--- src/sv/vmn_pkg.sv ---
// vmn_pkg: shared widths, codes and helpers for the vector/matrix norm unit.
// No dependencies; imported by every module of the block.
`default_nettype none

package vmn_pkg;

  localparam int ELEM_BITS     = 24;
  localparam int MAG_BITS      = ELEM_BITS;
  localparam int PROD_BITS     = 2 * MAG_BITS;
  localparam int SQ_BITS       = 59;
  localparam int SQ_WORK_BITS  = SQ_BITS + 1;
  localparam int ROOT_BITS     = (SQ_BITS + 1) / 2;
  localparam int ROOT_TOP      = ((SQ_BITS - 1) / 2) * 2;
  localparam int ACC_BITS      = 36;
  localparam int NORM_BITS     = 36;
  localparam int MODE_BITS     = 3;
  localparam int EXT_BITS      = 13;
  localparam int CFG_DATA_BITS = 13;
  localparam int CFG_IDX_BITS  = 1;
  localparam int MAX_LEN       = 4096;
  localparam int MAX_DIM       = 64;
  localparam int CNT_BITS      = $clog2(MAX_LEN + 1);
  localparam int COL_BITS      = $clog2(MAX_DIM);
  localparam int SIDE_BITS     = $clog2(MAX_DIM + 1);

  localparam logic [EXT_BITS-1:0] EXTENT_RESET = EXT_BITS'(1);

  typedef enum logic [CFG_IDX_BITS-1:0] {
    REG_NORM_MODE,
    REG_EXTENT
  } cfg_reg_t;

  typedef enum logic [MODE_BITS-1:0] {
    MODE_VEC_L1,
    MODE_VEC_MAX,
    MODE_VEC_L2,
    MODE_MAT_INF,
    MODE_MAT_L1,
    MODE_FROB
  } mode_t;

  typedef enum logic [2:0] {
    ST_IDLE,
    ST_MUL,
    ST_ADD,
    ST_ROOT,
    ST_DONE
  } state_t;

  function automatic logic [MAG_BITS-1:0] magnitude(input logic [ELEM_BITS-1:0] raw);
    logic [MAG_BITS-1:0] v;
    v = raw;
    if (raw[ELEM_BITS-1]) begin
      v = ~raw + MAG_BITS'(1);
    end
    return v;
  endfunction

endpackage

`default_nettype wire

--- src/sv/vmn_isqrt.sv ---
// vmn_isqrt: iterative floor square root, two radicand bits per cycle.
// Depends on vmn_pkg.
`default_nettype none

module vmn_isqrt (
  input  wire logic                         clk,
  input  wire logic                         rst_n,
  input  wire logic                         start,
  input  wire logic [vmn_pkg::SQ_BITS-1:0]  radicand,
  output logic                              done,
  output logic [vmn_pkg::ROOT_BITS-1:0]     root
);
  import vmn_pkg::*;

  logic                    busy_r, busy_nxt;
  logic                    done_r, done_nxt;
  logic [SQ_WORK_BITS-1:0] rem_r, rem_nxt;
  logic [SQ_WORK_BITS-1:0] root_r, root_nxt;
  logic [SQ_WORK_BITS-1:0] bit_r, bit_nxt;
  logic [SQ_WORK_BITS-1:0] trial;

  assign trial = root_r + bit_r;

  always_comb begin
    busy_nxt = busy_r;
    done_nxt = 1'b0;
    rem_nxt  = rem_r;
    root_nxt = root_r;
    bit_nxt  = bit_r;
    if (start) begin
      busy_nxt = 1'b1;
      rem_nxt  = SQ_WORK_BITS'(radicand);
      root_nxt = '0;
      bit_nxt  = SQ_WORK_BITS'(1) << ROOT_TOP;
    end else if (busy_r) begin
      if (rem_r >= trial) begin
        rem_nxt  = rem_r - trial;
        root_nxt = (root_r >> 1) + bit_r;
      end else begin
        root_nxt = root_r >> 1;
      end
      bit_nxt = bit_r >> 2;
      if (bit_r[0]) begin
        busy_nxt = 1'b0;
        done_nxt = 1'b1;
      end
    end
  end

  always_ff @(posedge clk) begin
    if (!rst_n) begin
      busy_r <= 1'b0;
      done_r <= 1'b0;
    end else begin
      busy_r <= busy_nxt;
      done_r <= done_nxt;
    end
  end

  always_ff @(posedge clk) begin
    rem_r  <= rem_nxt;
    root_r <= root_nxt;
    bit_r  <= bit_nxt;
  end

  assign done = done_r;
  assign root = root_r[ROOT_BITS-1:0];

endmodule

`default_nettype wire

--- src/sv/vector_matrix_norm_unit_top.sv ---
// vector_matrix_norm_unit_top: streaming vector/matrix norms over Q7.16 elements.
// Elements are taken one at a time: accept, square/accumulate and sum of squares states
// finish before the next is accepted. Results pass through ST_DONE to the output register,
// via the shared square root in 2-norm and Frobenius modes; a result stall holds them.
// Reset (synchronous, active low): mode 0, extent 1, accumulators cleared,
// column sums invalidated through per-column valid bits. Depends on vmn_pkg, vmn_isqrt.
`default_nettype none

module vector_matrix_norm_unit_top (
  input  wire logic                               clk,
  input  wire logic                               rst_n,
  input  wire logic                               cfg_we,
  input  wire logic [vmn_pkg::CFG_IDX_BITS-1:0]   cfg_index,
  input  wire logic [vmn_pkg::CFG_DATA_BITS-1:0]  cfg_data,
  input  wire logic                               in_valid,
  output logic                                    in_ready,
  input  wire logic signed [vmn_pkg::ELEM_BITS-1:0] in_element,
  output logic                                    out_valid,
  input  wire logic                               out_ready,
  output logic [vmn_pkg::NORM_BITS-1:0]           out_norm_value
);
  import vmn_pkg::*;

  state_t                 state_r, state_nxt;
  logic [MODE_BITS-1:0]   norm_mode_r, norm_mode_nxt;
  logic [EXT_BITS-1:0]    extent_r, extent_nxt;
  logic [MAG_BITS-1:0]    a_r, a_nxt;
  logic [PROD_BITS-1:0]   prod_r, prod_nxt;
  logic [SQ_BITS-1:0]     sq_sum_r, sq_sum_nxt;
  logic [ACC_BITS-1:0]    abs_sum_r, abs_sum_nxt;
  logic [ACC_BITS-1:0]    peak_r, peak_nxt;
  logic [CNT_BITS-1:0]    count_r, count_nxt;
  logic [COL_BITS-1:0]    col_r, col_nxt;
  logic [MAX_DIM-1:0]     col_vld_r, col_vld_nxt;
  logic [ACC_BITS-1:0]    rd_data_r;
  logic [NORM_BITS-1:0]   res_r, res_nxt;
  logic                   out_valid_r, out_valid_nxt;
  logic [NORM_BITS-1:0]   out_norm_value_r, out_norm_value_nxt;

  logic [ACC_BITS-1:0]    col_mem [MAX_DIM];
  logic                   mem_we;

  mode_t                  mode;
  logic                   matrix;
  logic [EXT_BITS-1:0]    side_v;
  logic [SIDE_BITS-1:0]   side_m;
  logic [CNT_BITS-1:0]    total;
  logic [ACC_BITS-1:0]    col_new;
  logic [ACC_BITS-1:0]    abs_new;
  logic                   col_last;
  logic [SQ_BITS-1:0]     sq_new;
  logic                   clear;
  logic                   root_start;
  logic                   root_done;
  logic [ROOT_BITS-1:0]   root;

  assign mode   = (norm_mode_r > MODE_BITS'(MODE_FROB)) ? MODE_VEC_L1 : mode_t'(norm_mode_r);
  assign matrix = (mode == MODE_MAT_INF) || (mode == MODE_MAT_L1) || (mode == MODE_FROB);

  always_comb begin
    if (extent_r == '0) begin
      side_v = EXT_BITS'(1);
      side_m = SIDE_BITS'(1);
    end else begin
      side_v = (extent_r > EXT_BITS'(MAX_LEN)) ? EXT_BITS'(MAX_LEN) : extent_r;
      side_m = (extent_r > EXT_BITS'(MAX_DIM)) ? SIDE_BITS'(MAX_DIM) : extent_r[SIDE_BITS-1:0];
    end
  end

  assign total    = matrix ? CNT_BITS'(side_m) * CNT_BITS'(side_m) : CNT_BITS'(side_v);
  assign col_new  = (col_vld_r[col_r] ? rd_data_r : '0) + ACC_BITS'(a_r);
  assign abs_new  = abs_sum_r + ACC_BITS'(a_r);
  assign col_last = ({1'b0, col_r} == (side_m - SIDE_BITS'(1)));
  assign sq_new   = sq_sum_r + SQ_BITS'(prod_r);
  assign in_ready = (state_r == ST_IDLE);

  vmn_isqrt u_isqrt (
    .clk      (clk),
    .rst_n    (rst_n),
    .start    (root_start),
    .radicand (sq_new),
    .done     (root_done),
    .root     (root)
  );

  always_comb begin
    state_nxt          = state_r;
    norm_mode_nxt      = norm_mode_r;
    extent_nxt         = extent_r;
    a_nxt              = a_r;
    prod_nxt           = prod_r;
    sq_sum_nxt         = sq_sum_r;
    abs_sum_nxt        = abs_sum_r;
    peak_nxt           = peak_r;
    count_nxt          = count_r;
    col_nxt            = col_r;
    col_vld_nxt        = col_vld_r;
    res_nxt            = res_r;
    out_valid_nxt      = out_valid_r && !out_ready;
    out_norm_value_nxt = out_norm_value_r;
    mem_we             = 1'b0;
    root_start         = 1'b0;
    clear              = 1'b0;

    case (state_r)
      ST_IDLE: begin
        if (in_valid) begin
          a_nxt     = magnitude(in_element);
          state_nxt = ST_MUL;
        end
      end
      ST_MUL: begin
        prod_nxt    = PROD_BITS'(a_r) * PROD_BITS'(a_r);
        abs_sum_nxt = abs_new;
        if (mode == MODE_VEC_MAX && ACC_BITS'(a_r) > peak_r) begin
          peak_nxt = ACC_BITS'(a_r);
        end
        if (mode == MODE_MAT_INF && col_last) begin
          if (abs_new > peak_r) begin
            peak_nxt = abs_new;
          end
          abs_sum_nxt = '0;
        end
        if (mode == MODE_MAT_L1) begin
          mem_we             = 1'b1;
          col_vld_nxt[col_r] = 1'b1;
          if (col_new > peak_r) begin
            peak_nxt = col_new;
          end
        end
        if (matrix) begin
          col_nxt = col_last ? '0 : col_r + COL_BITS'(1);
        end
        count_nxt = count_r + CNT_BITS'(1);
        state_nxt = ST_ADD;
      end
      ST_ADD: begin
        sq_sum_nxt = sq_new;
        if (count_r == total) begin
          if (mode == MODE_VEC_L2 || mode == MODE_FROB) begin
            root_start = 1'b1;
            state_nxt  = ST_ROOT;
          end else begin
            if (mode == MODE_VEC_L1) begin
              res_nxt = NORM_BITS'(abs_sum_r);
            end else begin
              res_nxt = NORM_BITS'(peak_r);
            end
            state_nxt = ST_DONE;
          end
        end else begin
          state_nxt = ST_IDLE;
        end
      end
      ST_ROOT: begin
        if (root_done) begin
          res_nxt   = NORM_BITS'(root);
          state_nxt = ST_DONE;
        end
      end
      ST_DONE: begin
        if (!out_valid_r || out_ready) begin
          out_valid_nxt      = 1'b1;
          out_norm_value_nxt = res_r;
          clear              = 1'b1;
          state_nxt          = ST_IDLE;
        end
      end
      default: begin
        state_nxt = ST_IDLE;
      end
    endcase

    if (cfg_we) begin
      case (cfg_reg_t'(cfg_index))
        REG_NORM_MODE: norm_mode_nxt = cfg_data[MODE_BITS-1:0];
        REG_EXTENT:    extent_nxt    = cfg_data[EXT_BITS-1:0];
        default:       extent_nxt    = extent_r;
      endcase
      clear = 1'b1;
    end

    if (clear) begin
      sq_sum_nxt  = '0;
      abs_sum_nxt = '0;
      peak_nxt    = '0;
      count_nxt   = '0;
      col_nxt     = '0;
      col_vld_nxt = '0;
    end
  end

  always_ff @(posedge clk) begin
    if (!rst_n) begin
      state_r     <= ST_IDLE;
      norm_mode_r <= MODE_BITS'(MODE_VEC_L1);
      extent_r    <= EXTENT_RESET;
      sq_sum_r    <= '0;
      abs_sum_r   <= '0;
      peak_r      <= '0;
      count_r     <= '0;
      col_r       <= '0;
      col_vld_r   <= '0;
      out_valid_r <= 1'b0;
    end else begin
      state_r     <= state_nxt;
      norm_mode_r <= norm_mode_nxt;
      extent_r    <= extent_nxt;
      sq_sum_r    <= sq_sum_nxt;
      abs_sum_r   <= abs_sum_nxt;
      peak_r      <= peak_nxt;
      count_r     <= count_nxt;
      col_r       <= col_nxt;
      col_vld_r   <= col_vld_nxt;
      out_valid_r <= out_valid_nxt;
    end
  end

  always_ff @(posedge clk) begin
    a_r              <= a_nxt;
    prod_r           <= prod_nxt;
    res_r            <= res_nxt;
    out_norm_value_r <= out_norm_value_nxt;
  end

  // column sums: read every cycle, read-modify-write in ST_MUL
  always_ff @(posedge clk) begin
    if (mem_we) begin
      col_mem[col_r] <= col_new;
    end
    rd_data_r <= col_mem[col_r];
  end

  assign out_valid      = out_valid_r;
  assign out_norm_value = out_norm_value_r;

endmodule

`default_nettype wire

--- config.mk ---
export PLATFORM = sky130hd
export DESIGN_NAME = vector_matrix_norm_unit_top
export DESIGN_NICKNAME = d
export VERILOG_FILES = /design/src/sv/vmn_pkg.sv /design/src/sv/vmn_isqrt.sv /design/src/sv/vector_matrix_norm_unit_top.sv
export SDC_FILE = /design/constraint.sdc
export NUM_CORES = 2
export LEC_CHECK = 0
export ABC_CLOCK_PERIOD_IN_PS = 9000
export BUFFER_PORTS_ARGS = -buffer_cell sky130_fd_sc_hd__buf_2
export CORE_MARGIN = 3
export CORE_UTILIZATION = 32
export DETAILED_ROUTE_END_ITERATION = 16
export GPL_ROUTABILITY_DRIVEN = 0
export PLACE_DENSITY = 0.48
export RECOVER_POWER = 50
export SYNTH_ARGS = -nofsm -noshare
export SYNTH_HDL_FRONTEND = slang
export SYNTH_HIERARCHICAL = 1
export SYNTH_SLANG_ARGS = --single-unit
--- constraint.sdc ---
create_clock -name clk -period 9 [get_ports clk]
set_input_delay 0.45 -clock clk [delete_from_list [all_inputs] [get_ports clk]]
set_output_delay 0.45 -clock clk [all_outputs]
set_load 0.01 [all_outputs]
==> summary.txt <==
STA
  • Post-layout min period: 8.89 ns
  • Worst relative slew slack: -216%
  • Worst slew pin tran: 4.74 ns
  • Worst clock skew: 0.0977 ns
  • Crit share post-route: 98.8%
  • RSZ-0062 raised after global routing: false
  • Fin Setup TNS: 0 ns
  • Final Setup Violations: 0
  • Final hold violation count: 0
  • Final Max Slew Viols: 3158
  • Max Freq: 112 MHz

Routing
  • WL final: 501000 um
  • DR vias/cell: 5.61
  • DR vias: 96300
  • Post-route DRC: 0
  • Drt wl/cell: 29.2 um
  • Initial drt markers: 10700
  • ANT nets after route: 0
  • Initial DRT Pass Iterations: 6

Floorplan
  • I/O pin count: 81
  • Die X: 669 um
  • Rows: 242
  • Die H: 669 um
  • Initial Util: 32.3%
  • Core Region: 436000 um2
  • Die area: 447000 um2

Clocking
  • Setup repair bufs after CTS: 0
  • Clock-pin slew on the worst setup and hold paths: 0.06 ns
  • Worst skew pair latency: 0.96 ns
  • Post-CTS resize count: 0
  • Root Driver: clkbuf_16
  • Clk buf depth: 4
  • Hold buffer count at CTS: 42
  • Number of buffers created by CTS: 322
  • H-tree depth: 5
  • CTS sink count: 2869
  • TritonCTS clock tree: built

Critical path
  • CP max FO: 59
  • Worst path required time: 9.70 ns
  • Worst Path Arrival: 9.59 ns
  • CP Class: reg2reg
  • Slowest stage cell, crit path: clkbuf_1
  • Critical-path cell list: clkbuf_1 -> nand2b_1 -> nor2_4 -> clkbuf_1 -> a221oi_1 -> o211ai_1 -> o21ai_0 -> nor2_1 -> a21oi_1 -> o21ai_0
  • Crit. End Element: register
  • Largest stage delay, worst path: 3.33 ns
  • CP startpoint kind: register

Yosys
  • #FFs+latches synth: 2869
  • Post-synthesis instance total: 11000
  • Netlist Area Pre-Place: 141000 um2
  • Post-synth EDFFs: 2506
  • Syn. warnings: 6
  • Asr flop ratio synth: 0%
  • Most area-consuming cells after synthesis: edfxtp_1 54%, fa_1 6.3%, dfxtp_1 5.2%
  • Synth Flop Type: edfxtp_1
  • Register area share after synthesis: 58.7%
  • Leading area contributor after synthesis: edfxtp_1
  • Avg Inst Size Synth: 12.8 um2
  • Yosys cell types: 104
  • Yosys top cell area share: 53.5%

GRT
  • Vias in the first global route: 95200
  • Largest net degree at the start of global routing: 105
  • Global-route usage over all layers: 21.8%
  • Initial antenna violation count: 37
  • Overflow after GRT: 0
  • Global-route wire length before repair: 710000 um

Pwr
  • Cell Pwr Density: 337 nW/um2
  • Worst VDD drop: 1.37 mV
  • Leakage power: 56.2 nW

Place
  • DP Area: 149000 um2
  • I/O Buffers: 80
  • Dpl hpwl: 319000 um

Layout
  • Area Overhead vs Synth: 13.1%
  • Non-Filler Cell Area, Final: 159000 um2
  • Nets@finish: 12100
  • Layout cells sized above 1: 8.91%

Job
  • Max cap viols: 107

Outcome
  • Violated checks: max-capacitance violations, max-slew violations
  • Outcome: finished, violations left

Worst hold path
  • Hold crit path type: in2reg
## cell usage after synthesis (53+ instances only)
master,n
and2_1,173
o21ai_0,452
nand4_1,109
nor2b_1,57
nor2_1,734
fa_1,442
a211oi_1,63
a22oi_1,428
a21o_1,131
mux2_2,107
o211ai_1,53
buf_2,71
a31oi_1,173
nand2_1,764
a221oi_1,255
clkbuf_1,405
and3_1,53
nor3_1,96
a21oi_1,542
o22ai_1,58
edfxtp_1,2506
xnor2_1,243
mux2i_1,322
inv_1,684
xor2_1,132
ha_1,514
buf_1,97
dfxtp_1,363
nand3_1,126
a22o_1,138
## where the power goes
group	internal, mW	total, mW	leakage, nW	switching (mW)
clock	7.18	12.7	4.86	5.50
combinational	9.60	25.0	24.6	15.5
sequential	15.7	15.9	26.8	0.215
total	32.4	53.6	56.2	21.2
## layer usage
layer	track usage (%)	routed length (um)	vias to the layer above
met4	7.53	20000	8
met5	0	51	-
li1	-	-	41500
met1	29.7	211000	49700
met3	3.23	39000	829
met2	35.6	231000	4229
## worst max-delay path: cells and delay by family, from the launching register on
family                 cells  cell delay (ns)
AOI/OAI and AO/OA          5             1.96
buffers and inverters      2             4.58
DFF                        1             0.59
and+or+nand+nor            3             1.39
## layout by cell type (no fill, tap or decap), types with 197 or more instances in the layout
| master | instances |
|---|---|
| buf_4 | 217 |
| a21oi_1 | 540 |
| o21ai_0 | 453 |
| dfxtp_1 | 356 |
| clkbuf_16 | 331 |
| edfxtp_1 | 2506 |
| inv_1 | 682 |
| mux2i_1 | 322 |
| xnor2_1 | 230 |
| nor2_1 | 688 |
| a22oi_1 | 428 |
| clkbuf_1 | 197 |
| a221oi_1 | 255 |
| nand2_1 | 762 |
| ha_1 | 514 |
| fa_1 | 442 |
## area by class of cell
class / instances / area [um2]
fillers: 41900 / 277000
flip-flops and latches: 2869 / 82500
multi-input cells: 6836 / 53700
clock buffers: 432 / 8850
well taps: 5734 / 7170
repair buffers: 430 / 2990
inverters: 689 / 2590
clock inverters: 155 / 1150
diodes: 14 / 35.0
## sequential cells by signal (all words and copies together), names as in the netlist, 6 cells and up
signal          count
col_mem          2304
col_vld_r          64
u_isqrt/rem_r      60
u_isqrt/root_r     60
sq_sum_r           59
prod_r             47
abs_sum_r          36
out_norm_value     36
peak_r             36
rd_data_r          36
res_r              36
u_isqrt/bit_r      30
a_r                24
count_r            13
extent_r           13
col_r               6
## per-stage QoR
stage	std cells	hold WS, ns	power, mW	util, %	setup slack [ns]
6_report	17200	0.0696	53.6	36.5	0.110
5_1_grt	17100	0.0589	57.3	36.5	0.171
4_1_cts	17100	0.0133	53.9	36.6	0.642
3_5_place_dp	16500	0.405	41.1	34.2	0.700
3_3_place_gp	16500	0.406	41.0	34.2	0.662
2_1_floorplan	11000	0.400	34.2	-	0.529
## cells by family after synthesis
group,share of synthesized area (%)
compound gates,13.0
buf+inv,3.68
fa+ha+maj,10.9
mux,3.71
simple gates,7.73
xor+xnor,2.34
other cells,0.00534
flops,58.7
## path summary, 6_finish.rpt
kind	from	end	slack [ns]	depth (start not counted)
setup reg to reg	col_r[1]	rd_data_r[9]	0.11	10
hold / removal	out_ready	out_valid	0.07	3
setup / recovery	col_r[1]	rd_data_r[9]	0.11	10
hold reg to reg	res_r[27]	out_norm_value[27]	0.42	0
Note: power is estimated with default switching activity, not from simulation.
